--- src/rtl/core/scd_pkg.sv ---
package scd_pkg;

  localparam int CFG_AW = 4;
  localparam int CFG_DW = 32;

  localparam logic [15:0] DEPTH_MAX = 16'd61440;
  localparam logic [16:0] MIX_MAX   = 17'd65536;

  typedef enum logic [1:0] {
    REG_LFO_STEP,
    REG_BASE_DELAY,
    REG_DEPTH,
    REG_MIX
  } scd_reg_t;

  typedef struct packed {
    logic signed [15:0] left_in;
    logic signed [15:0] right_in;
  } scd_in_t;

  typedef struct packed {
    logic signed [15:0] left_out;
    logic signed [15:0] right_out;
  } scd_out_t;

  // register values as the datapath uses them (depth and mix already limited)
  typedef struct packed {
    logic [19:0] lfo_phase_step;
    logic [10:0] base_delay_samples;
    logic [15:0] depth_q6;
    logic [16:0] mix_q16;
  } scd_cfg_t;

  typedef struct packed {
    logic load_sine;
    logic load_mag;
    logic advance;
  } scd_lfo_ctrl_t;

  typedef struct packed {
    logic load_a;
    logic load_b;
    logic calc_wet;
    logic calc_prod;
    logic calc_sum;
  } scd_lane_ctrl_t;

endpackage

--- src/rtl/core/scd_lane.sv ---
module scd_lane
  import scd_pkg::*;
(
  input  logic               clk,
  input  scd_lane_ctrl_t     ctrl,
  input  logic signed [15:0] tap,
  input  logic [5:0]         frac,
  input  logic signed [15:0] dry,
  input  logic [16:0]        mix,
  output logic signed [15:0] sample
);

  logic signed [15:0] a;
  logic signed [15:0] b;
  logic signed [22:0] wet;
  logic signed [33:0] p_dry;
  logic signed [40:0] p_wet;

  logic signed [7:0]  w0;
  logic signed [7:0]  w1;
  logic signed [17:0] inv_mix;
  logic signed [17:0] mix_s;
  logic signed [23:0] wet_sum;
  logic signed [41:0] acc;
  logic signed [19:0] r;
  logic signed [15:0] sat;

  assign w0      = signed'(8'd64 - 8'(frac));
  assign w1      = signed'(8'(frac));
  assign wet_sum = 24'(a * w0) + 24'(b * w1);
  assign inv_mix = signed'(18'd65536 - 18'(mix));
  assign mix_s   = signed'(18'(mix));
  assign acc     = (42'(p_dry) <<< 6) + 42'(p_wet) + 42'sd2097152;
  assign r       = acc[41:22];

  always_comb begin
    if (r > 20'sd32767)
      sat = 16'sh7FFF;
    else if (r < -20'sd32768)
      sat = 16'sh8000;
    else
      sat = r[15:0];
  end

  always_ff @(posedge clk) begin
    if (ctrl.load_a)
      a <= tap;
    if (ctrl.load_b)
      b <= tap;
    if (ctrl.calc_wet)
      wet <= wet_sum[22:0];
    if (ctrl.calc_prod) begin
      p_dry <= 34'(dry * inv_mix);
      p_wet <= 41'(wet * mix_s);
    end
    if (ctrl.calc_sum)
      sample <= sat;
  end

endmodule

--- config.mk ---
export PLATFORM = sky130hd
export DESIGN_NAME = scd_lane
export DESIGN_NICKNAME = d
export VERILOG_FILES = /design/src/rtl/core/scd_pkg.sv /design/src/rtl/core/scd_lane.sv
export SDC_FILE = /design/constraint.sdc
export NUM_CORES = 2
export LEC_CHECK = 0
export BUFFER_PORTS_ARGS = -buffer_cell sky130_fd_sc_hd__buf_4
export CORE_MARGIN = 2
export CORE_UTILIZATION = 35
export DETAILED_ROUTE_END_ITERATION = 10
export PLACE_DENSITY = 0.6
export RECOVER_POWER = 25
export SYNTH_ARGS = -nofsm -noshare
export SYNTH_HDL_FRONTEND = slang
export SYNTH_SLANG_ARGS = --single-unit
--- constraint.sdc ---
create_clock -name clk -period 29.2 [get_ports clk]
set_clock_uncertainty 0.2 [all_clocks]
set_input_delay 8.76 -clock clk [delete_from_list [all_inputs] [get_ports clk]]
set_output_delay 8.76 -clock clk [all_outputs]
set_load 0.05 [all_outputs]
Word-level counts from Yosys, hierarchy flattened
Cells that the tools add are included.
Operators by class
  $mul: 4
  magnitude comparators: 2
  mux-type cells: 1
  $add $sub $neg: 5
Operators with widths (number)
  $add A40 B41 Y42: 1
  $add A42 B23 Y42 const B: 1
  $mul A23 B18 Y41: 1
  $mul A16 B18 Y34: 1
  $add A23 B23 Y23: 1
  $mul A16 B7 Y23: 1
  $mul A16 B8 Y23: 1
  $gt A20 B16 Y1 const B: 1
  $lt A20 B16 Y1 const B: 1
  $sub A17 B17 Y18 const A: 1
  $mux W16: 1
  $sub A7 B6 Y8 const A: 1
Storage, ports and cells
  flip-flop bits (word level): 146
  input port bits: 61
  logic and storage cells: 18
  output and inout bits: 16

Depth between registers and ports, before layout
  depth in word-level cells: 4
  mapped depth: 34
  gate-level depth less buffers: 32

Worst setup path after synthesis
Ideal clock, no wire load.
  path type: input port to flip-flop
  from: in mix[1]
  to: reg p_dry[32], data pin
  setup slack: 13027 ps
  buffers on the path: 2
  arrival time: 15708 ps
  stages: 28
  library setup time: 265 ps
  data required time: 28735 ps
  cells stage by stage: clkbuf_1 > inv_1 > ha_1 > nand2b_1 > nor4_1 > nand2_1 > xor2_1 > clkbuf_1 > nand2_1 > fa_1 > fa_1 > inv_1 > fa_1 > inv_1 > fa_1 > inv_1 > fa_1 > fa_1 > ha_1 > nand3_1 > nor4_1 > o311ai_0 > a2111oi_0 > o2111a_1 > o2111a_1 > nor2_1 > o21ai_0 > xor2_1
Between the ends
  cells in the longest elaborated chain, start to end: 2
RTL lines
  from (decl): RTL line scd_lane.sv:9  | input logic [16:0] mix,
  $sub A17 B17 Y18: RTL line scd_lane.sv:31  | assign inv_mix = signed'(18'd65536 - 18'(mix));
  $mul A16 B18 Y34: RTL line scd_lane.sv:53  | p_dry <= 34'(dry * inv_mix);
  to (signal assigned): RTL line scd_lane.sv:53
  to (decl): RTL line scd_lane.sv:16  | logic signed [33:0] p_dry;
Every way passes these cells.
A chain may end at the register's enable or synchronous reset.

Worst setup path in the final report
  from: in mix[0]
  to: reg p_dry[32], data pin
Same word-level chain as after synthesis.

==> flow_metrics.env <==
export IMPL_status="finished with violations"
export IMPL_violations="max-capacitance violations, max-slew violations"
export IMPL_grt_max_degree=70
export IMPL_synth_common_cells="inv_1, fa_1, nand2_1, and2_1, ha_1"
export IMPL_critPathMaxFanout=39
export IMPL_relSlewSlack_pct=-64.2
export IMPL_path_class="input pin to register"
export IMPL_min_path_type="register to register"
export IMPL_finalWirelength_um=86700
export IMPL_synth_most_common_cell="inv_1"
export IMPL_grt_ovfl_total=0
export IMPL_fill_cells=11200
export IMPL_die_area_um2=113000
export IMPL_via_per_inst=4.70
export IMPL_final_hold_violation_count=0
export IMPL_post_cts_buffers=0
export IMPL_path_clk_slew_ns=0.07
export IMPL_dr_pass1_iters=5
export IMPL_seq_area_frac_synth_pct=10.9
export IMPL_synth_top_area_share_pct=44.6
export IMPL_ios=77
export IMPL_cts_root_buf="clkbuf_16"
export IMPL_port_buffers=76
export IMPL_hold_ws_ns=0.653
export IMPL_synthTopCellsByArea="fa_1, edfxtp_1, ha_1, inv_1, and2_1"
export IMPL_grt_pass1_wl_um=148000
export IMPL_routabilityCongestion=0.841
export IMPL_setup_tns_ns=0
export IMPL_finalCriticalPeriod_ns=16.91
export IMPL_cts_resized=0
export IMPL_clk_latency_ns=0.48
export IMPL_cts_tree="built"
export IMPL_die_w_um=337
export IMPL_die_y_um=337
export IMPL_syn_area_um2=38700
export IMPL_synth_edf_count=140
export IMPL_synthesis_nets=5309
export IMPL_area_delta_synth_final_pct=6.94
export IMPL_synth_main_ff_cell="edfxtp_1"
export IMPL_track_usage_pct=16.4
export IMPL_reg2reg_to="p_wet[39]$_DFFE_PP_"
export IMPL_initial_core_util_pct=35.1
export IMPL_multiInputGateArea_um2=30000
export IMPL_startpoint="mix[0]"
export IMPL_r2r_cells=23
export IMPL_worst_setup_path_start_kind="input pin"
export IMPL_arrival_ns=16.92
export IMPL_clock_path_buffers=2
export IMPL_async_flop_share_pct=0
export IMPL_seq_area_um2=4200
export IMPL_max_freq_mhz=59.2
export IMPL_hold_depth=4
export IMPL_ctsHoldBuffers=0
export IMPL_slew_viol_final=16
export IMPL_place_hpwl_um=72200
export IMPL_numCtsBuffers=17
export IMPL_grt_antenna_before_repair=2
export IMPL_synth_top_cell_by_area="fa_1"
export IMPL_drive_above_1_share_pct=3.47
export IMPL_cts_max_level=4
export IMPL_drt_initial_drc_count=1293
export IMPL_remaining_drc_errors=0
export IMPL_cts_num_sinks=140
export IMPL_rr_startpoint="wet[7]$_DFFE_PP_"
export IMPL_worst_slew_pin_slew_ns=2.43
export IMPL_routedWlPerCell_um=15.6
export IMPL_setup_violations=0
export IMPL_ys_seq_elements=140
export IMPL_grt_pass1_vias=28400
export IMPL_period_share_pct=57.9
export IMPL_holdPathEnd="sample[15]$_SDFFCE_PN0P_"
export IMPL_end_kind="register"
export IMPL_coreArea_um2=110000
export IMPL_syn_area_per_cell_um2=9.54
export IMPL_dr_total_vias=26100
export IMPL_worstPathRequired_ns=29.22
export IMPL_rows=122
export IMPL_drtAntennaViolNets=0
export IMPL_rsz0062_at_grt="no"
export IMPL_r2r_slack_ns=21.59
export IMPL_synth_distinct_cells=66
export IMPL_finish_net_count=5300
export IMPL_yosysWarnings=0
export IMPL_hold_start="p_wet[40]$_DFFE_PP_"
export IMPL_max_cap_violations=1
export IMPL_syn_inst=4058
-- stage by stage --
step | cell area [µm²] | setup slack (ns) | instances | util [%]
after floorplan | 38700 | 13.03 | 4058 | -
after detailed placement | 40900 | 11.81 | 5518 | 37.1
after global routing | 41400 | 11.64 | 5551 | 37.6
after global placement | 40900 | 11.99 | 5518 | 37.1
final | 41400 | 12.29 | 5552 | 37.6
after CTS | 41500 | 12.30 | 5550 | 37.6
-- cell usage in the layout (no fill, tap or decap), types with 39 or more instances in the layout --
master    instances
a21o_1           39
a21oi_1          86
and2_1          440
buf_4            86
edfxtp_1        140
fa_1            863
ha_1            327
inv_1          1059
nand2_1         483
nor2_1           72
o21ai_0          46
xnor2_1         114
-- worst max path at each step --
stage / slack (ns) / cells after the start / end
final: 12.29 / 28 / p_dry[32]$_DFFE_PP_
after global routing: 11.64 / 28 / p_dry[32]$_DFFE_PP_
after CTS: 12.30 / 28 / p_dry[32]$_DFFE_PP_
after detailed placement: 11.81 / 28 / p_dry[32]$_DFFE_PP_
after global placement: 11.99 / 28 / p_dry[30]$_DFFE_PP_
after floorplan: 13.03 / 28 / p_dry[32]$_DFFE_PP_
-- final cells by class --
cell class / instances / share of cell area [%]
flip-flops and latches: 140 / 10.2
clock buffers: 17 / 1.03
clock inverters: 15 / 0.414
multi-input cells: 2727 / 72.5
repair buffers: 104 / 1.83
inverters: 1059 / 9.60
diodes: 2 / 0.0121
well taps: 1488 / 4.50
-- metal layers --
metal  track usage (%)  vias to the layer above  routed length [µm]
met2              27.4                      493               41700
met4              3.91                        0                1830
met1              22.7                    13500               39700
met3              2.10                       85                3420
met5                 0                        -                   0
li1                  -                    12000                   -
-- flip-flops by register name (all words and copies together), names as in the netlist --
signal  cells
a          16
b          16
p_dry      34
p_wet      35
sample     16
wet        23
-- worst max-delay path, cell delays in order --
cell	delay [ns]
buf_4	0.27
inv_1	0.14
ha_1	0.19
nand2b_1	0.08
nor4_1	0.69
nand2_1	0.14
xor2_1	0.18
buf_4	0.25
nand2_1	0.11
fa_1	0.51
fa_1	0.54
inv_1	0.05
fa_1	0.50
inv_1	0.05
fa_1	0.52
inv_1	0.04
fa_1	0.49
fa_1	0.42
ha_1	0.39
nand3_1	0.16
nor4_1	0.33
o311ai_0	0.34
a2111oi_0	0.81
o2111a_1	0.35
o2111a_1	0.24
nor2_1	0.07
o21ai_0	0.19
xor2_1	0.09
-- logic make-up (layout without fill, tap and decap cells) --
family | count (synthesis) | count (layout) | share of synthesized area (%)
buffers and inverters | 1191 | 1195 | 11.6
muxes | 1 | 1 | 0.0258
other | 0 | 2 | 0
AOI/OAI and AO/OA | 280 | 280 | 4.83
xor gates and xnor gates | 143 | 143 | 3.23
and+or+nand+nor | 1113 | 1113 | 14.3
DFF | 140 | 140 | 10.9
adders and majority gates | 1190 | 1190 | 55.2
Power is not shown: default switching activity piles up to over one toggle a cycle in this logic, so the estimate is an artifact.
