### src/rtl/core/scd_pkg.sv
package scd_pkg;

  localparam int CFG_AW = 4;
  localparam int CFG_DW = 32;

  localparam logic [15:0] DEPTH_MAX = 16'd61440;
  localparam logic [16:0] MIX_MAX   = 17'd65536;

  typedef enum logic [1:0] {
    REG_LFO_STEP,
    REG_BASE_DELAY,
    REG_DEPTH,
    REG_MIX
  } scd_reg_t;

  typedef struct packed {
    logic signed [15:0] left_in;
    logic signed [15:0] right_in;
  } scd_in_t;

  typedef struct packed {
    logic signed [15:0] left_out;
    logic signed [15:0] right_out;
  } scd_out_t;

  // register values as the datapath uses them (depth and mix already limited)
  typedef struct packed {
    logic [19:0] lfo_phase_step;
    logic [10:0] base_delay_samples;
    logic [15:0] depth_q6;
    logic [16:0] mix_q16;
  } scd_cfg_t;

  typedef struct packed {
    logic load_sine;
    logic load_mag;
    logic advance;
  } scd_lfo_ctrl_t;

  typedef struct packed {
    logic load_a;
    logic load_b;
    logic calc_wet;
    logic calc_prod;
    logic calc_sum;
  } scd_lane_ctrl_t;

endpackage

### src/rtl/core/scd_regs.sv
module scd_regs
  import scd_pkg::*;
(
  input  logic              clk,
  input  logic              rst,
  input  logic              psel,
  input  logic              penable,
  input  logic              pwrite,
  input  logic [CFG_AW-1:0] paddr,
  input  logic [CFG_DW-1:0] pwdata,
  output logic [CFG_DW-1:0] prdata,
  output logic              pready,
  output scd_cfg_t          cfg
);

  logic [19:0] lfo_phase_step;
  logic [10:0] base_delay_samples;
  logic [15:0] depth_q6;
  logic [16:0] mix_q16;
  scd_reg_t    sel;

  assign sel    = scd_reg_t'(paddr[3:2]);
  assign pready = 1'b1;

  always_ff @(posedge clk) begin
    if (rst) begin
      lfo_phase_step     <= 20'd89478;
      base_delay_samples <= 11'd960;
      depth_q6           <= 16'd0;
      mix_q16            <= 17'd32768;
    end else if (psel && penable && pwrite) begin
      case (sel)
        REG_LFO_STEP:   lfo_phase_step     <= pwdata[19:0];
        REG_BASE_DELAY: base_delay_samples <= pwdata[10:0];
        REG_DEPTH:      depth_q6           <= pwdata[15:0];
        REG_MIX:        mix_q16            <= pwdata[16:0];
        default: ;
      endcase
    end
  end

  always_comb begin
    case (sel)
      REG_LFO_STEP:   prdata = CFG_DW'(lfo_phase_step);
      REG_BASE_DELAY: prdata = CFG_DW'(base_delay_samples);
      REG_DEPTH:      prdata = CFG_DW'(depth_q6);
      REG_MIX:        prdata = CFG_DW'(mix_q16);
      default:        prdata = '0;
    endcase
  end

  always_comb begin
    cfg.lfo_phase_step     = lfo_phase_step;
    cfg.base_delay_samples = base_delay_samples;
    cfg.depth_q6           = (depth_q6 > DEPTH_MAX) ? DEPTH_MAX : depth_q6;
    cfg.mix_q16            = (mix_q16 > MIX_MAX) ? MIX_MAX : mix_q16;
  end

endmodule

### config.mk
export PLATFORM = sky130hd
export DESIGN_NAME = scd_regs
export DESIGN_NICKNAME = d
export VERILOG_FILES = /design/src/rtl/core/scd_pkg.sv /design/src/rtl/core/scd_regs.sv
export SDC_FILE = /design/constraint.sdc
export NUM_CORES = 1
export LEC_CHECK = 0
export BUFFER_PORTS_ARGS = -buffer_cell sky130_fd_sc_hd__clkbuf_2
export CORE_MARGIN = 8
export CORE_UTILIZATION = 40
export CTS_CLUSTER_SIZE = 40
export DETAILED_ROUTE_END_ITERATION = 10
export PLACE_DENSITY = 0.81
export SLEW_MARGIN = 20
export SYNTH_ARGS = -nofsm -noshare
export SYNTH_HDL_FRONTEND = slang
export SYNTH_SLANG_ARGS = --single-unit
### constraint.sdc
create_clock -name clk -period 1.45 [get_ports clk]
set_input_delay 0.29 -clock clk [delete_from_list [all_inputs] [get_ports clk]]
set_output_delay 0.29 -clock clk [all_outputs]
set_load 0.1 [all_outputs]
# After elaboration in Yosys (flattened, before gate mapping)
# Cells that the tools add are included.
dict set report totals {
  register_bits 64
  input_bits 41
  out_inout_bits 97
}
dict set report classes {
  magnitude_cmp 2
  n_eq_ne 3
  muxes 3
  n_reduce_logical 7
}
# operator count
set ops {}
lappend ops {{$pmux W32 S4} 1}
lappend ops {{$gt A17 B17 Y1 const B} 1}
lappend ops {{$mux W17} 1}
lappend ops {{$gt A16 B16 Y1 const B} 1}
lappend ops {{$mux W16} 1}
lappend ops {{$reduce_and A2 Y1} 4}
lappend ops {{$eq A2 B2 Y1 const B} 2}
lappend ops {{$eq A2 B1 Y1 const B} 1}
lappend ops {{$logic_and A1 B1 Y1} 2}
lappend ops {{$logic_not A2 Y1} 1}

# Logic depth before layout (Yosys ltp)
dict set report logic_depth {
  ltp_word 3
  mapped_depth 6
  mapped_depth_nobuf 3
}

# Worst setup path after synthesis
# OpenSTA, ideal clock, no wires.
dict set report synth_path {
  path_kind {input port to output port}
  startpoint {input paddr[2]}
  endpoint {output prdata[16]}
  t_arrival_ns 2.712
  t_required_ns 1.160
  path_slack_ns -1.552
  stages 3
  path_cell_list {nand2_1 > clkbuf_1 > o21ai_0}
}
dict set report synth_between {
  elab_chain_len 2
}
# element line_no
set synth_rtl {}
lappend synth_rtl {{start: declaration} scd_regs.sv:9} ;# input logic [CFG_AW-1:0] paddr,
lappend synth_rtl {{$eq A2 B2 Y1 (tied with other cells)} scd_regs.sv:43} ;# case (sel)
lappend synth_rtl {{$pmux W32 S4 *} scd_regs.sv:43}
lappend synth_rtl {{end: declaration} scd_regs.sv:11} ;# output logic [CFG_DW-1:0] prdata,
# Every way passes the cells marked *; elsewhere a longest branch is shown, timed or not. The select of a mux whose other input is x is not followed.

==> impl_summary.md <==
Clocking
The CTS tree is built. The clock insertion delay at the later pin of the skew report is 0.35 ns. The quantity of hold-fixing buffers added after cts is 0. The number of buffers on the longest clock path is 2. After clock tree synthesis, the clock-pin slew on the worst setup and hold paths is 0.07 ns.

CTS placed an instance of clkbuf_8 at the clock tree root. The total CTS buffers is 9. The number of H-tree levels is 3. The clock drives 64 sinks.

Floorplan
Measured along the x axis, the die boundary spans 106.1 um. The y dimension of the die is 106.1 um. The die covers 11250 um2. The number of cell rows is 33. The I/O pin count is 138.

The effective utilization at floorplan is roughly two fifths. The area of the core is 8051 um2.

Critical path
The critical path ends at cfg[6]. The critical path in this run is classified as reg2out. The kind of end point of the critical path is a primary output. The largest fanout on the critical path is 9. The depth of the worst register-to-register path is 4. The launch point of the critical path is mix_q16[15]. STA puts the critical path data arrival time at 1.98 ns.

The startpoint of the worst register-to-register path is mix_q16[9]. At the worst endpoint, the required time is between 1 and 1.5 ns. The endpoint of the lowest-slack register-to-register path is mix_q16[9].

The kind of start point of the critical path is a flip-flop. The reg2reg setup slack is about 0.45 ns.

Timing
Subtracting the final worst setup slack from the clock period gives 2.275 ns. The number of setup violations in the final report is 48. Across all setup checks in the final design, the least slack found is -0.8250 ns. Adding up every negative setup slack in the final design gives -17.34 ns. Between clock sinks in the finished design, the worst skew comes to 0 ns. For this run, the top clock speed supported by timing is 439.6 MHz. The number of failing hold endpoints at the final stage is 0. Setup repair after global routing could not meet its margin everywhere.

The number of slew-limit violations in the final report is 0. Final hold analysis gives a worst-case slack of approximately 0.19 ns. The part of the cycle the worst path needs is 156.9%.

Placed design
Routability-driven placement finished with a final weighted congestion of 0.8900. The worst slack at placement is -0.2714 ns. The count of buffers added on input and output ports is 110. The wire-length estimate of the detail-placed layout is 8.842 mm.

Drt
The detail route stage leaves a number of antenna-violating nets equal to 0. The remaining design rule violation count is 0. Using the TritonRoute via totals, the vias-per-cell ratio works out to about 6.1.

Dividing the detail-routed wire length by the instance count gives 22.66 um. After the first detailed-routing iteration, the DRC count stood at 348. The via count of the routed design is 3825. The first detailed-routing pass ran for 5 iterations. The final layout contains routed wiring with a total length of 14.25 mm.

Synthesis
The cell accounting for the most synthesized area is dfxtp_1. The count of distinct cell types in the synthesized netlist is 31. Synthesis produced 371 cells. The mapped netlist covers 3244 um2. The share of the yosys chip area belonging to registers is 39.49%. The average cell area after synthesis is roughly 8.7 um2. Sorting the synthesized cells by area gives the leading types as dfxtp_1 (39%), nand3_1 (8.0%), o21ai_0 (8.0%), a21oi_1 (7.7%), mux4_2 (6.9%). Yosys printed 0 warnings.

The proportion of netlist area held by the largest area contributor is 39.49%. After synthesis the netlist holds a flip-flop and latch count of 64.

Global routing
The initial antenna violation count is 0. The first global-routing pass estimated 20.88 mm of wire. The number of global-route vias before repair came to ~3800. Entering global routing, the biggest net connects 65 pins.

Across every metal layer, demand over resource in global routing totals 23.33%. The total overflow left after global routing is 0.

Final layout
The multi-input combinational cell area is 1933 um2. Leaving out fill and tap cells, the most frequent cells in the layout are buf_4 (67), buf_12 (59), nand3_1 (52). The register cell area after layout is 1406 um2. 0 antenna diodes ended up in the layout. The utilization after layout is 71.62%. The most common library cell in the layout ignoring fill and taps is buf_4. Fill cells in the final layout number 512.

The number of nets in the finished design is 560. Compared with the post-synthesis result, the final layout area differs by 77.75%. The share of post-route cells with drive strength above 1 is between 50 and 60%.

Power
In this run the static leakage power is 2.344 nW. IR analysis of the VDD net gives a maximum drop of 432.5 uV. Power spread over the standard cell area amounts to 742.7 nW/um2.

Run
Max-cap violations in this run came to 0.

Worst hold path
The min-delay analysis places its worst path in the category in2reg.

Run status
The run finished, with violations left. The final reports fail on negative setup slack.
-- critical path: stages, from the launching register on --
cell	delay, ns
dfxtp_2	0.35
nor4_2	0.42
a41oi_2	0.21
buf_6	0.19
and2b_4	0.28
buf_12	0.18
-- where the power goes --
group	internal (mW)	leakage, nW	switching [mW]
logic	0.377	1.72	0.831
registers	1.75	0.538	0.0262
clock network	0.594	0.0823	0.707
total	2.72	2.34	1.56
-- routing by layer --
metal  track usage, %  up-vias  wire, um
li1                 -     1610         -
met5                0        -         0
met4            14.87        0       750
met3            5.989       68      1375
met2            38.92      292      7110
met1            26.03     1855      5014
-- through the flow --
step / cell area, um2 / instances / total power [mW]
floorplan: 3567 / 382 / 2.613
global placement: 5201 / 591 / 2.922
detailed placement: 5201 / 591 / 2.939
CTS: 5653 / 619 / 4.212
global route: 5767 / 629 / 4.387
finish: 5767 / 629 / 4.283
-- state kept, by name (all words and copies together), names as in the netlist --
| signal | count |
|---|---|
| lfo_phase_step | 20 |
| mix_q16 | 17 |
| depth_q6 | 16 |
| base_delay_samples | 11 |
-- cell usage after synthesis --
| cell type | number |
|---|---|
| a211o_1 | 13 |
| a21oi_1 | 50 |
| a22o_1 | 5 |
| a41oi_1 | 1 |
| and2_1 | 15 |
| and2_4 | 1 |
| and2b_1 | 9 |
| and3_1 | 14 |
| buf_1 | 1 |
| buf_2 | 10 |
| buf_4 | 15 |
| buf_6 | 5 |
| clkbuf_1 | 21 |
| clkbuf_2 | 1 |
| conb_1 | 2 |
| dfxtp_1 | 64 |
| inv_1 | 1 |
| mux2_2 | 5 |
| mux4_1 | 1 |
| mux4_2 | 10 |
| nand2_1 | 3 |
| nand2_2 | 1 |
| nand2b_1 | 2 |
| nand3_1 | 52 |
| nand3b_1 | 1 |
| nand4_1 | 1 |
| nor2_4 | 1 |
| nor2b_1 | 9 |
| nor4_1 | 4 |
| o21ai_0 | 52 |
| or2_2 | 1 |
-- cell families after synthesis --
kind of cell | Yosys count | share of synthesized area, %
muxes | 16 | 9.487
AOI/OAI and AO/OA | 121 | 20.86
other | 2 | 0.2315
and+or+nand+nor | 114 | 20.36
DFF | 64 | 39.49
buffers and inverters | 54 | 9.564
-- worst min path at each step --
stage                                   from               endpoint  slack (ns)  cells past startpoint
after floorplan                    pwdata[0]  base_delay_samples[0]        0.43                      2
after global placement    lfo_phase_step[16]     lfo_phase_step[16]        0.45                      1
after detailed placement   lfo_phase_step[2]      lfo_phase_step[2]        0.46                      1
after CTS                         pwdata[18]     lfo_phase_step[18]        0.17                      3
after global routing              pwdata[17]     lfo_phase_step[17]        0.19                      3
final                             pwdata[17]     lfo_phase_step[17]        0.19                      3
-- what timing repair did --
action	in CTS	in global routing
cloned	1	0
endpoints found under the setup margin	48	49
gates resized for setup	72	13
setup buffers	11	14
pin swaps	18	8
-- layout make-up --
class	instances	share of cell area, %
flip-flops and latches	64	24.39
repair buffers	179	37.08
clock inverters	6	0.4556
inverters	1	0.06509
multi-input cells	264	33.52
well taps	105	2.278
clock buffers	10	2.213
(Power assumes the default switching activity.)
