File: config.mk
export PLATFORM = sky130hd
export DESIGN_NAME = scd_lfo
export DESIGN_NICKNAME = d
export VERILOG_FILES = /design/src/rtl/core/scd_pkg.sv /design/src/rtl/core/scd_lfo.sv
export SDC_FILE = /design/constraint.sdc
export NUM_CORES = 1
export LEC_CHECK = 0
export BUFFER_PORTS_ARGS = -buffer_cell sky130_fd_sc_hd__buf_2
export CAP_MARGIN = 0
export CORE_ASPECT_RATIO = 1.2
export CORE_MARGIN = 5
export CORE_UTILIZATION = 39
export CTS_CLUSTER_SIZE = 24
export DETAILED_ROUTE_END_ITERATION = 10
export PLACE_DENSITY_LB_ADDON = 0.08
export SLEW_MARGIN = 20
export SYNTH_ARGS = -nofsm -noshare
export SYNTH_HDL_FRONTEND = slang
export SYNTH_SLANG_ARGS = --single-unit
export TNS_END_PERCENT = 20
File: constraint.sdc
create_clock -name clk -period 6.85 [get_ports clk]
set_input_delay 1.0275 -clock clk [delete_from_list [all_inputs] [get_ports clk]]
set_output_delay 1.0275 -clock clk [all_outputs]
set_load 0.005 [all_outputs]
File: src/rtl/core/scd_pkg.sv
package scd_pkg;

  localparam int CFG_AW = 4;
  localparam int CFG_DW = 32;

  localparam logic [15:0] DEPTH_MAX = 16'd61440;
  localparam logic [16:0] MIX_MAX   = 17'd65536;

  typedef enum logic [1:0] {
    REG_LFO_STEP,
    REG_BASE_DELAY,
    REG_DEPTH,
    REG_MIX
  } scd_reg_t;

  typedef struct packed {
    logic signed [15:0] left_in;
    logic signed [15:0] right_in;
  } scd_in_t;

  typedef struct packed {
    logic signed [15:0] left_out;
    logic signed [15:0] right_out;
  } scd_out_t;

  // register values as the datapath uses them (depth and mix already limited)
  typedef struct packed {
    logic [19:0] lfo_phase_step;
    logic [10:0] base_delay_samples;
    logic [15:0] depth_q6;
    logic [16:0] mix_q16;
  } scd_cfg_t;

  typedef struct packed {
    logic load_sine;
    logic load_mag;
    logic advance;
  } scd_lfo_ctrl_t;

  typedef struct packed {
    logic load_a;
    logic load_b;
    logic calc_wet;
    logic calc_prod;
    logic calc_sum;
  } scd_lane_ctrl_t;

endpackage

File: src/rtl/core/scd_lfo.sv
module scd_lfo
  import scd_pkg::*;
#(
  parameter int SINE_TABLE_DEPTH = 256
) (
  input  logic          clk,
  input  logic          rst,
  input  scd_lfo_ctrl_t ctrl,
  input  logic [19:0]   step,
  input  logic [15:0]   depth,
  output logic [14:0]   mag,
  output logic          neg
);

  localparam int SW = $clog2(SINE_TABLE_DEPTH);
  localparam int PW = 33 + SW;

  function automatic logic signed [15:0] rom_sine(input int unsigned i);
    longint unsigned a64;
    int unsigned a, quad, x, x2, t, t2, s;
    a64  = (64'(i) * 64'd65536) / SINE_TABLE_DEPTH;
    a    = 32'(a64) & 32'hFFFF;
    quad = a >> 14;
    x    = a & 32'h3FFF;
    if (quad[0])
      x = 32'd16384 - x;
    x2 = (x * x) >> 14;
    t  = 32'd21024 - ((x2 * 32'd2320) >> 14);
    t2 = 32'd51472 - ((x2 * t) >> 14);
    s  = (x * t2) >> 14;
    if (s > 32'd32767)
      s = 32'd32767;
    return quad[1] ? 16'(32'd0 - s) : 16'(s);
  endfunction

  logic signed [15:0] sine_rom [SINE_TABLE_DEPTH];

  for (genvar g = 0; g < SINE_TABLE_DEPTH; g++) begin : g_rom
    assign sine_rom[g] = rom_sine(32'(g));
  end

  logic [31:0]        lfo_phase;
  logic [PW-1:0]      idx_prod;
  logic [SW-1:0]      idx;
  logic signed [15:0] sine;
  logic [14:0]        sine_abs;
  logic [31:0]        scaled;

  assign idx_prod = PW'(lfo_phase) * PW'(SINE_TABLE_DEPTH);
  assign sine_abs = sine[15] ? 15'(-sine) : sine[14:0];
  assign scaled   = 32'(depth) * 32'(sine_abs) + 32'd32768;

  always_ff @(posedge clk) begin
    if (rst) begin
      lfo_phase <= '0;
      idx       <= '0;
    end else begin
      // index follows the phase in the next cycle, well before the next word
      idx <= idx_prod[32 +: SW];
      if (ctrl.advance)
        lfo_phase <= lfo_phase + 32'(step);
    end
    if (ctrl.load_sine)
      sine <= sine_rom[idx];
    if (ctrl.load_mag) begin
      mag <= scaled[30:16];
      neg <= sine[15];
    end
  end

endmodule

### After elaboration in Yosys (flattened, before gate mapping)

Memory sizes are Yosys's and may differ from the RTL's. A register that Yosys moved wholly into a read port is not among the register bits.
Index checks and enable logic that the tools add are counted.

| operators by class | value |
|---|---|
| multipliers | 1 |
| $add $sub $neg | 3 |
| mux-type cells | 1 |
| bitwise gates (word level) | 1 |

Operator list:

| operator | count |
|---|---|
| adder 32 x 20 -> 32 bit | 1 |
| adder 31 x 16 -> 31 bit (second input constant) | 1 |
| multiplier 16 x 15 -> 31 bit | 1 |
| 2-to-1 mux 15 bit | 1 |
| negation 15 bit | 1 |
| inverter 8 -> 9 bit | 1 |

| storage, ports and cells | value |
|---|---|
| output and inout port bits | 16 |
| bits in registers | 56 |
| memories kept | 1 |
| logic and storage cells | 11 |
| memory bits (read-only) | 4096 |

Memories:

| name | depth | bits a word | read ports | clocked after memory_dff | wr ports | line | RTL |
|---|---|---|---|---|---|---|---|
| (no name shown) | 256 | 16 | 1 | 1 | 0 | scd_lfo.sv:64 | `sine <= sine_rom[idx];` |

### Logic depth before layout (Yosys ltp)

Gate-level depths: netlist of run 1.

| depth | value |
|---|---|
| depth after elaboration | 4 |
| depth in mapped cells | 30 |

### Worst setup path before layout of run 1

OpenSTA, ideal clock, no wires.

| timing path | value |
|---|---|
| path kind | register to register |
| from | reg sine[0] |
| to | reg mag[8] (data pin) |
| slack | -0.217 ns |
| required time | 6.590 ns |
| cell stages (with the launch flop) | 28 |
| arrival | 6.807 ns |
| path through | edfxtp_1 -> clkbuf_1 -> clkbuf_1 -> inv_1 -> ha_1 -> nand2b_1 -> or4_1 -> o31ai_1 -> xnor2_1 -> clkbuf_1 -> nand2_1 -> fa_1 -> fa_1 -> inv_1 -> fa_1 -> fa_1 -> fa_1 -> inv_1 -> fa_1 -> inv_1 -> ha_1 -> and3_1 -> and3_1 -> nand4_1 -> o211ai_1 -> a2111o_1 -> a31oi_1 -> xnor2_1 |

| on the way | value |
|---|---|
| longest elaborated chain between the ends | 4 |

RTL lines:

| what | line | RTL |
|---|---|---|
| start: declaration | scd_lfo.sv:45 | `logic signed [15:0] sine;` |
| negation 15 bit | scd_lfo.sv:50 | `assign sine_abs = sine[15] ? 15'(-sine) : sine[14:0];` |
| 2-to-1 mux 15 bit (*) | scd_lfo.sv:50 |  |
| multiplier 16 x 15 -> 31 bit (*) | scd_lfo.sv:51 | `assign scaled = 32'(depth) * 32'(sine_abs) + 32'd32768;` |
| adder 31 x 16 -> 31 bit (*) | scd_lfo.sv:51 |  |
| net scaled[24] | scd_lfo.sv:47 | `logic [31:0] scaled;` |
| end signal: assignment | scd_lfo.sv:66 | `mag <= scaled[30:16];` |
| end: declaration | scd_lfo.sv:11 | `output logic [14:0] mag,` |

Mark *: on every way through the listed nets, which the timed path passes. The rest lies on a longest branch.
A chain may end at the register's enable or synchronous reset.

### Worst setup path after layout of run 1

| timing path | value |
|---|---|
| from | reg sine[0] |
| to | reg mag[14] (data pin) |

Same word-level chain as after synthesis.

==> results of run 1 <==
-- power groups by stage --
stage	combinational, mW	sequential [mW]	clock (mW)
after floorplan	2.41	0.653	0
after global placement	3.54	0.652	0
after detailed placement	3.56	0.650	0
after CTS	3.60	0.643	0.443
after global routing	4.30	0.650	0.459
final	3.79	0.642	0.427
-- cell usage in the layout (no fill, tap or decap), types with 56 or more instances in the layout --
| cell type | Yosys | layout |
|---|---|---|
| nand2_1 | 252 | 248 |
| inv_1 | 223 | 218 |
| fa_1 | 181 | 180 |
| ha_1 | 145 | 139 |
| a21oi_1 | 138 | 134 |
| nor2_1 | 124 | 124 |
| o21ai_0 | 117 | 113 |
| buf_4 | 0 | 108 |
| and2_1 | 100 | 96 |
| buf_2 | 19 | 56 |
-- metrics by stage --
stage | instance area, µm² | setup WS (ns) | util
2_1_floorplan | 16160 | -0.02287 | -
3_3_place_gp | 17320 | -0.04647 | 0.4240
3_5_place_dp | 17320 | -0.1202 | 0.4240
4_1_cts | 17630 | 0.0005209 | 0.4316
5_1_grt | 18000 | -0.1350 | 0.4406
6_report | 18000 | 0.1358 | 0.4406
-- what timing repair did --
item                                    CTS  global route
gates resized for setup                   6            52
endpoints found under the hold margin     0             0
setup buffers                             1            14
endpoints found under the setup margin    7            13
pin swaps                                 0            19
-- worst paths after layout --
| path | to | depth (start not counted) |
|---|---|---|
| worst min-delay path | lfo_phase[18] | 2 |
| worst min register to register | lfo_phase[18] | 2 |
| worst max-delay path | mag[14] | 24 |
| worst max register to register | mag[14] | 24 |
-- cell families (layout without fill, tap and decap cells) --
kind of cell    after synthesis  in the layout  share of synthesized area
simple gates                690            690                     0.2070
flops                        72             72                     0.1091
compound gates              517            517                     0.2045
fa+ha+maj                   327            327                     0.3374
xor+xnor                     43             43                    0.02333
buf+inv                     377            413                    0.08913
mux                          34             34                    0.02945
-- routing by layer --
metal  up-vias  track usage  share of wire
met5         -            0              0
met4         0       0.1264          0.057
met3       171      0.02650          0.054
met2       605       0.4317           0.49
met1      7457       0.3049           0.40
li1       7064            -              -
-- cell usage after synthesis (all sizes together) (11+ instances only) --
library cell	number	area (µm²)
o31ai	14	105.1
nor2b	51	326.6
a31oi	23	150.1
ha	145	1814
nand3	35	175.2
inv	224	840.8
a21oi	138	690.7
a211oi	27	202.7
dfxtp	40	800.8
xnor2	27	236.5
fa	181	3623
and3	13	81.33
edfxtp	32	960.9
xor2	16	140.1
nand2b	34	212.7
nor2	124	465.5
mux2i	16	160.2
clkbuf	110	412.9
a311oi	11	96.34
a21o	20	150.1
o21ai	139	706.9
o211ai	32	245.2
and2	102	638.1
nand2	252	945.9
nor3	25	125.1
o22ai	16	100.1
buf	40	173.9
-- cell type report --
class                           count  area [µm²]
Multi-Input combinational cell   1611       13240
Timing Repair Buffer              170        1194
Clock buffer                       10       229.0
Clock inverter                      6       36.28
Tap cell                          539       674.4
Inverter                          227       852.1
Sequential cell                    72        1775
Fill cell                        4153       22850
-- tightest hold or removal path, cell delays in order (launching register included) --
cell and delay, ns:
dfxtp_1 0.31, nand2b_1 0.06, a21oi_1 0.05
-- flip-flops by register name, summed over array words and instances, names as in the netlist --
signal and flops:
sine 16, mag 15, neg 1, lfo_phase 32
idx 8
==> flow_metrics.env, run 1 <==
export IMPL_die_area_mm2=0.04558
export IMPL_synth_ff_type="dfxtp_1"
export IMPL_start_kind="register"
export IMPL_peakVddDrop_mv=0.4786
export IMPL_fin_crit_ns=6.714
export IMPL_start_util=0.3953
export IMPL_report_final_slew_viol_count=0
export IMPL_grtUsageTotal=0.2484
export IMPL_cellPowerDensity_mw_per_mm2=270.1
export IMPL_worst_path_most_repeated_cell="fa_1"
export IMPL_yosysWarnings=0
export IMPL_grt_max_degree=73
export IMPL_die_x_um=195.7
export IMPL_crit_family="adder cells"
export IMPL_vias=15297
export IMPL_port_buffers=56
export IMPL_cts_htree_levels=3
export IMPL_power_switching_mw=2.237
export IMPL_ys_seq_elements=72
export IMPL_final_nets=2458
export IMPL_grt_pass1_wl_um=88990
export IMPL_clock_fmax_mhz=148.9
export IMPL_grt_setup_unrepaired="yes"
export IMPL_drive_above_1_share=0.1240
export IMPL_crit_start="sine[0]"
export IMPL_dr_pass1_iters=5
export IMPL_worstPathCellList="inv_1, ha_2, nand2b_4, or4_4, o21ai_1, xnor2_2, nand2_1, fa_1, fa_1, inv_1, fa_1, fa_1, fa_1, inv_1, fa_1, inv_2, ha_4, or3_1, o211ai_1, o22a_1, o2111ai_2, and2_4, a21o_1, a311oi_1"
export IMPL_synth_edff_count=32
export IMPL_rrSetupSlack_ns=0.14
export IMPL_pwr_share_seq=0.132
export IMPL_crit_slowest_cell="or4_4"
export IMPL_post_drt_via_cell_ratio=5.805
export IMPL_place_congestion=0.9929
export IMPL_numCtsBuffers=9
export IMPL_area_growth_pct=11.47
export IMPL_internal_power_mw=2.624
export IMPL_cpPeakStageDelay_ns=0.53
export IMPL_antenna_found_initial=2
export IMPL_placed_cells=2604
export IMPL_grt_pass1_vias=15410
export IMPL_syn_num_nets=2427
export IMPL_max_slew_margin=0.3573
export IMPL_cts_root_buf="clkbuf_16"
export IMPL_total_power_mw=4.860
export IMPL_wirelength_um=57100
export IMPL_overflow=0
export IMPL_core_mm2=0.04084
export IMPL_syn_area_per_cell_um2=7.837
export IMPL_worstSetupEndpointType="register"
export IMPL_path_class="register to register"
export IMPL_cts_sinks=72
export IMPL_cp_data_required_time_ns=7.02
export IMPL_hold_viol_final=0
export IMPL_drt_iter0_drc=1210
export IMPL_cts_tree="yes"
export IMPL_layout_cells_non_filler=2635
export IMPL_tightest_slew_ns=0.9398
export IMPL_insertion_delay_ns=0.35
export IMPL_yosysSeqAreaShare=0.1091
export IMPL_clockBufferDepth=2
export IMPL_diodes=0
export IMPL_postRouteAntennaNets=0
export IMPL_whs_ns=0.4722
export IMPL_hp_class="register to register"
export IMPL_routedWlPerCell_um=21.67
export IMPL_hold_buffers=0
export IMPL_yosysUniqueCellTypes=81
export IMPL_maxCapViolCount=0
export IMPL_p_leak_nw=8.012
export IMPL_cp_arrival_ns=6.89
export IMPL_path_buf_inv=4
export IMPL_hpwlAfterDp_um=43150
export IMPL_hp_start="lfo_phase[18]"
export IMPL_p_clk_frac=0.088
export IMPL_post_route_drc_count=0
export IMPL_clock_skew_ns=0.01050
export IMPL_synthCells=2060
export IMPL_rows=81
export IMPL_power_frac_comb=0.780
export IMPL_synth_area_mm2=0.01614
export IMPL_post_route_period_util=0.9802
export IMPL_io_pins=57
export IMPL_setup_tns_ns=0
export IMPL_rr_startpoint="sine[0]"
export IMPL_crit_path_max_fanout=4
export IMPL_die_height_um=232.9
export IMPL_ys_async_sr_fraction=0
export IMPL_clkSlewWorstSetupHoldPaths_ns=0.06
export IMPL_p_sw_frac=0.4602
export IMPL_status="complete, no violations"
export IMPL_setup_viol=0
(Power assumes the default switching activity.)
==> inputs of run 2 (changes only) <==
Settings changed: BUFFER_PORTS_ARGS -buffer_cell sky130_fd_sc_hd__buf_2 to not set, CTS_CLUSTER_SIZE 24 to not set, DONT_BUFFER_PORTS set to 1, PLACE_DENSITY_LB_ADDON 0.08 to 0.3.
==> run 2 against run 1 <==
- fmax fell by 0.67%
- die area unchanged
- setup slack got worse by 0.045 ns
- global-route usage decreased by 1.4 points
- sequential power grew 3%
- non-clock buffer count shrank 97
- combinational power decreased by 8.4%
- clock skew decreased by 0.0026 ns
- sequential cell count did not move
- largest cell class unchanged
==> flow_metrics.env, run 2 (synthesized netlist as in run 1, its figures left out) <==
export IMPL_core_mm2=0.04084
export IMPL_pwr_share_seq=0.142
export IMPL_area_growth_pct=7.277
export IMPL_p_leak_nw=7.591
export IMPL_placed_cells=2517
export IMPL_path_class="register to register"
export IMPL_drive_above_1_share=0.07154
export IMPL_largest_reg_flops=32
export IMPL_n_fill_cell=4197
export IMPL_worst_path_most_repeated_cell="fa_1"
export IMPL_cts_htree_levels=3
export IMPL_drt_iter0_drc=1486
export IMPL_cellPowerDensity_mw_per_mm2=268.8
export IMPL_post_route_period_util=0.9867
export IMPL_hpwlAfterDp_um=40600
export IMPL_cp_data_required_time_ns=6.94
export IMPL_setup_tns_ns=0
export IMPL_layout_common_cells="nand2_1, inv_1, fa_1, ha_1, a21oi_1"
export IMPL_peakVddDrop_mv=0.4661
export IMPL_power_switching_mw=2.123
export IMPL_max_slew_margin=0.3467
export IMPL_worstPathCellList="nor4_2, nand2b_1, or4_4, o31ai_4, xnor2_2, buf_4, and2_1, fa_1, fa_1, fa_1, fa_1, fa_1, inv_1, fa_1, inv_1, ha_1, a21o_1, a21oi_2, o21ai_1, o21ai_1, nand3_1, a221o_1, xor2_1"
export IMPL_final_nets=2361
export IMPL_cts_tree="yes"
export IMPL_routedWlPerCell_um=21.34
export IMPL_hold_viol_final=0
export IMPL_p_sw_frac=0.4562
export IMPL_postRouteAntennaNets=0
export IMPL_setup_viol=0
export IMPL_post_route_drc_count=0
export IMPL_die_x_um=195.7
export IMPL_antenna_found_initial=0
export IMPL_layout_cells_non_filler=2538
export IMPL_met1_usage=0.2917
export IMPL_clkSlewWorstSetupHoldPaths_ns=0.06
export IMPL_top_regs="lfo_phase: 32 flops, sine: 16 flops, mag: 15 flops"
export IMPL_power_frac_comb=0.745
export IMPL_report_final_slew_viol_count=0
export IMPL_total_power_mw=4.655
export IMPL_hp_class="register to register"
export IMPL_cts_root_buf="clkbuf_16"
export IMPL_crit_slowest_cell="fa_1"
export IMPL_cpPeakStageDelay_ns=0.56
export IMPL_vias=15019
export IMPL_wirelength_um=54160
export IMPL_internal_power_mw=2.531
export IMPL_cts_sinks=72
export IMPL_grt_use_met2=0.3978
export IMPL_cp_arrival_ns=6.85
export IMPL_grt_max_degree=76
export IMPL_die_height_um=232.9
export IMPL_final_common_cell="nand2_1"
export IMPL_use_met3=0.03606
export IMPL_whs_ns=0.4675
export IMPL_diodes=0
export IMPL_grt_pass1_wl_um=85270
export IMPL_clockBufferDepth=2
export IMPL_worstSetupEndpointType="register"
export IMPL_start_util=0.3953
export IMPL_grt_busiest_layer="met2"
export IMPL_tightest_slew_ns=0.9764
export IMPL_port_buffers=0
export IMPL_place_congestion=1.017
export IMPL_utilization=0.4240
export IMPL_insertion_delay_ns=0.35
export IMPL_crit_path_max_fanout=4
export IMPL_die_area_mm2=0.04558
export IMPL_start_kind="register"
export IMPL_grtUsageTotal=0.2346
export IMPL_clock_fmax_mhz=147.9
export IMPL_numCtsBuffers=9
export IMPL_hold_buffers=0
export IMPL_io_pins=57
export IMPL_p_clk_frac=0.113
export IMPL_maxCapViolCount=0
export IMPL_dr_pass1_iters=6
export IMPL_clock_skew_ns=0.007929
export IMPL_regMostFlops="lfo_phase"
export IMPL_post_drt_via_cell_ratio=5.918
export IMPL_rows=81
export IMPL_overflow=0
export IMPL_status="complete, no violations"
export IMPL_grt_pass1_vias=15263
export IMPL_fin_crit_ns=6.759
export IMPL_grt_setup_unrepaired="yes"
==> run 2: stage by stage <==
stage          area (µm²)  setup WS (ns)
2_1_floorplan       16160       -0.02287
3_3_place_gp        16800       -0.01006
3_5_place_dp        16800        -0.1417
4_1_cts             17180       0.009525
5_1_grt             17320        -0.1470
6_report            17320        0.09083
==> run 2: worst max-delay path: cells and delay by family, from the launching register on <==
family          cells  cell delay [ns]
compound gates      6             1.17
xor+xnor            2             0.27
flops               1             0.41
buf+inv             3             0.25
simple gates        5             1.20
fa+ha+maj           7             3.20
==> run 2: final timing paths <==
path	from	endpoint	slack, ns	cells past startpoint
max	sine[6]	mag[10]	0.09	23
min	lfo_phase[4]	lfo_phase[4]	0.47	2
max reg2reg	sine[6]	mag[10]	0.09	23
min reg2reg	lfo_phase[4]	lfo_phase[4]	0.47	2
==> run 2: per-layer routing <==
layer  part of all wire  vias to the layer above
li1                   -                     6866
met2               0.49                      631
met1               0.39                     7363
met3              0.074                      159
met5                  0                        -
met4              0.051                        0
==> run 2: layout make-up <==
cell class,count,area [µm²],area share
clock buffer,11,275.3,0.01589
clock inverter,5,60.06,0.003468
inverter,227,852.1,0.04920
multi-input combinational,1611,13090,0.7560
sequential,72,1775,0.1025
tap,539,674.4,0.03894
timing repair buffer,73,589.3,0.03403
==> run 2: timing repair <==
item                                    in CTS  in global routing
endpoints found under the setup margin       6                 12
pin swaps                                    5                  5
buffers inserted                             1                  4
gates resized for setup                      6                 20
==> run 2: power by group through the flow <==
stage	logic [mW]	registers, mW	clock network [mW]
finish	3.47	0.659	0.526
global route	3.92	0.665	0.563
CTS	3.41	0.661	0.541
detailed placement	3.34	0.669	0
global placement	3.27	0.671	0
floorplan	2.41	0.653	0
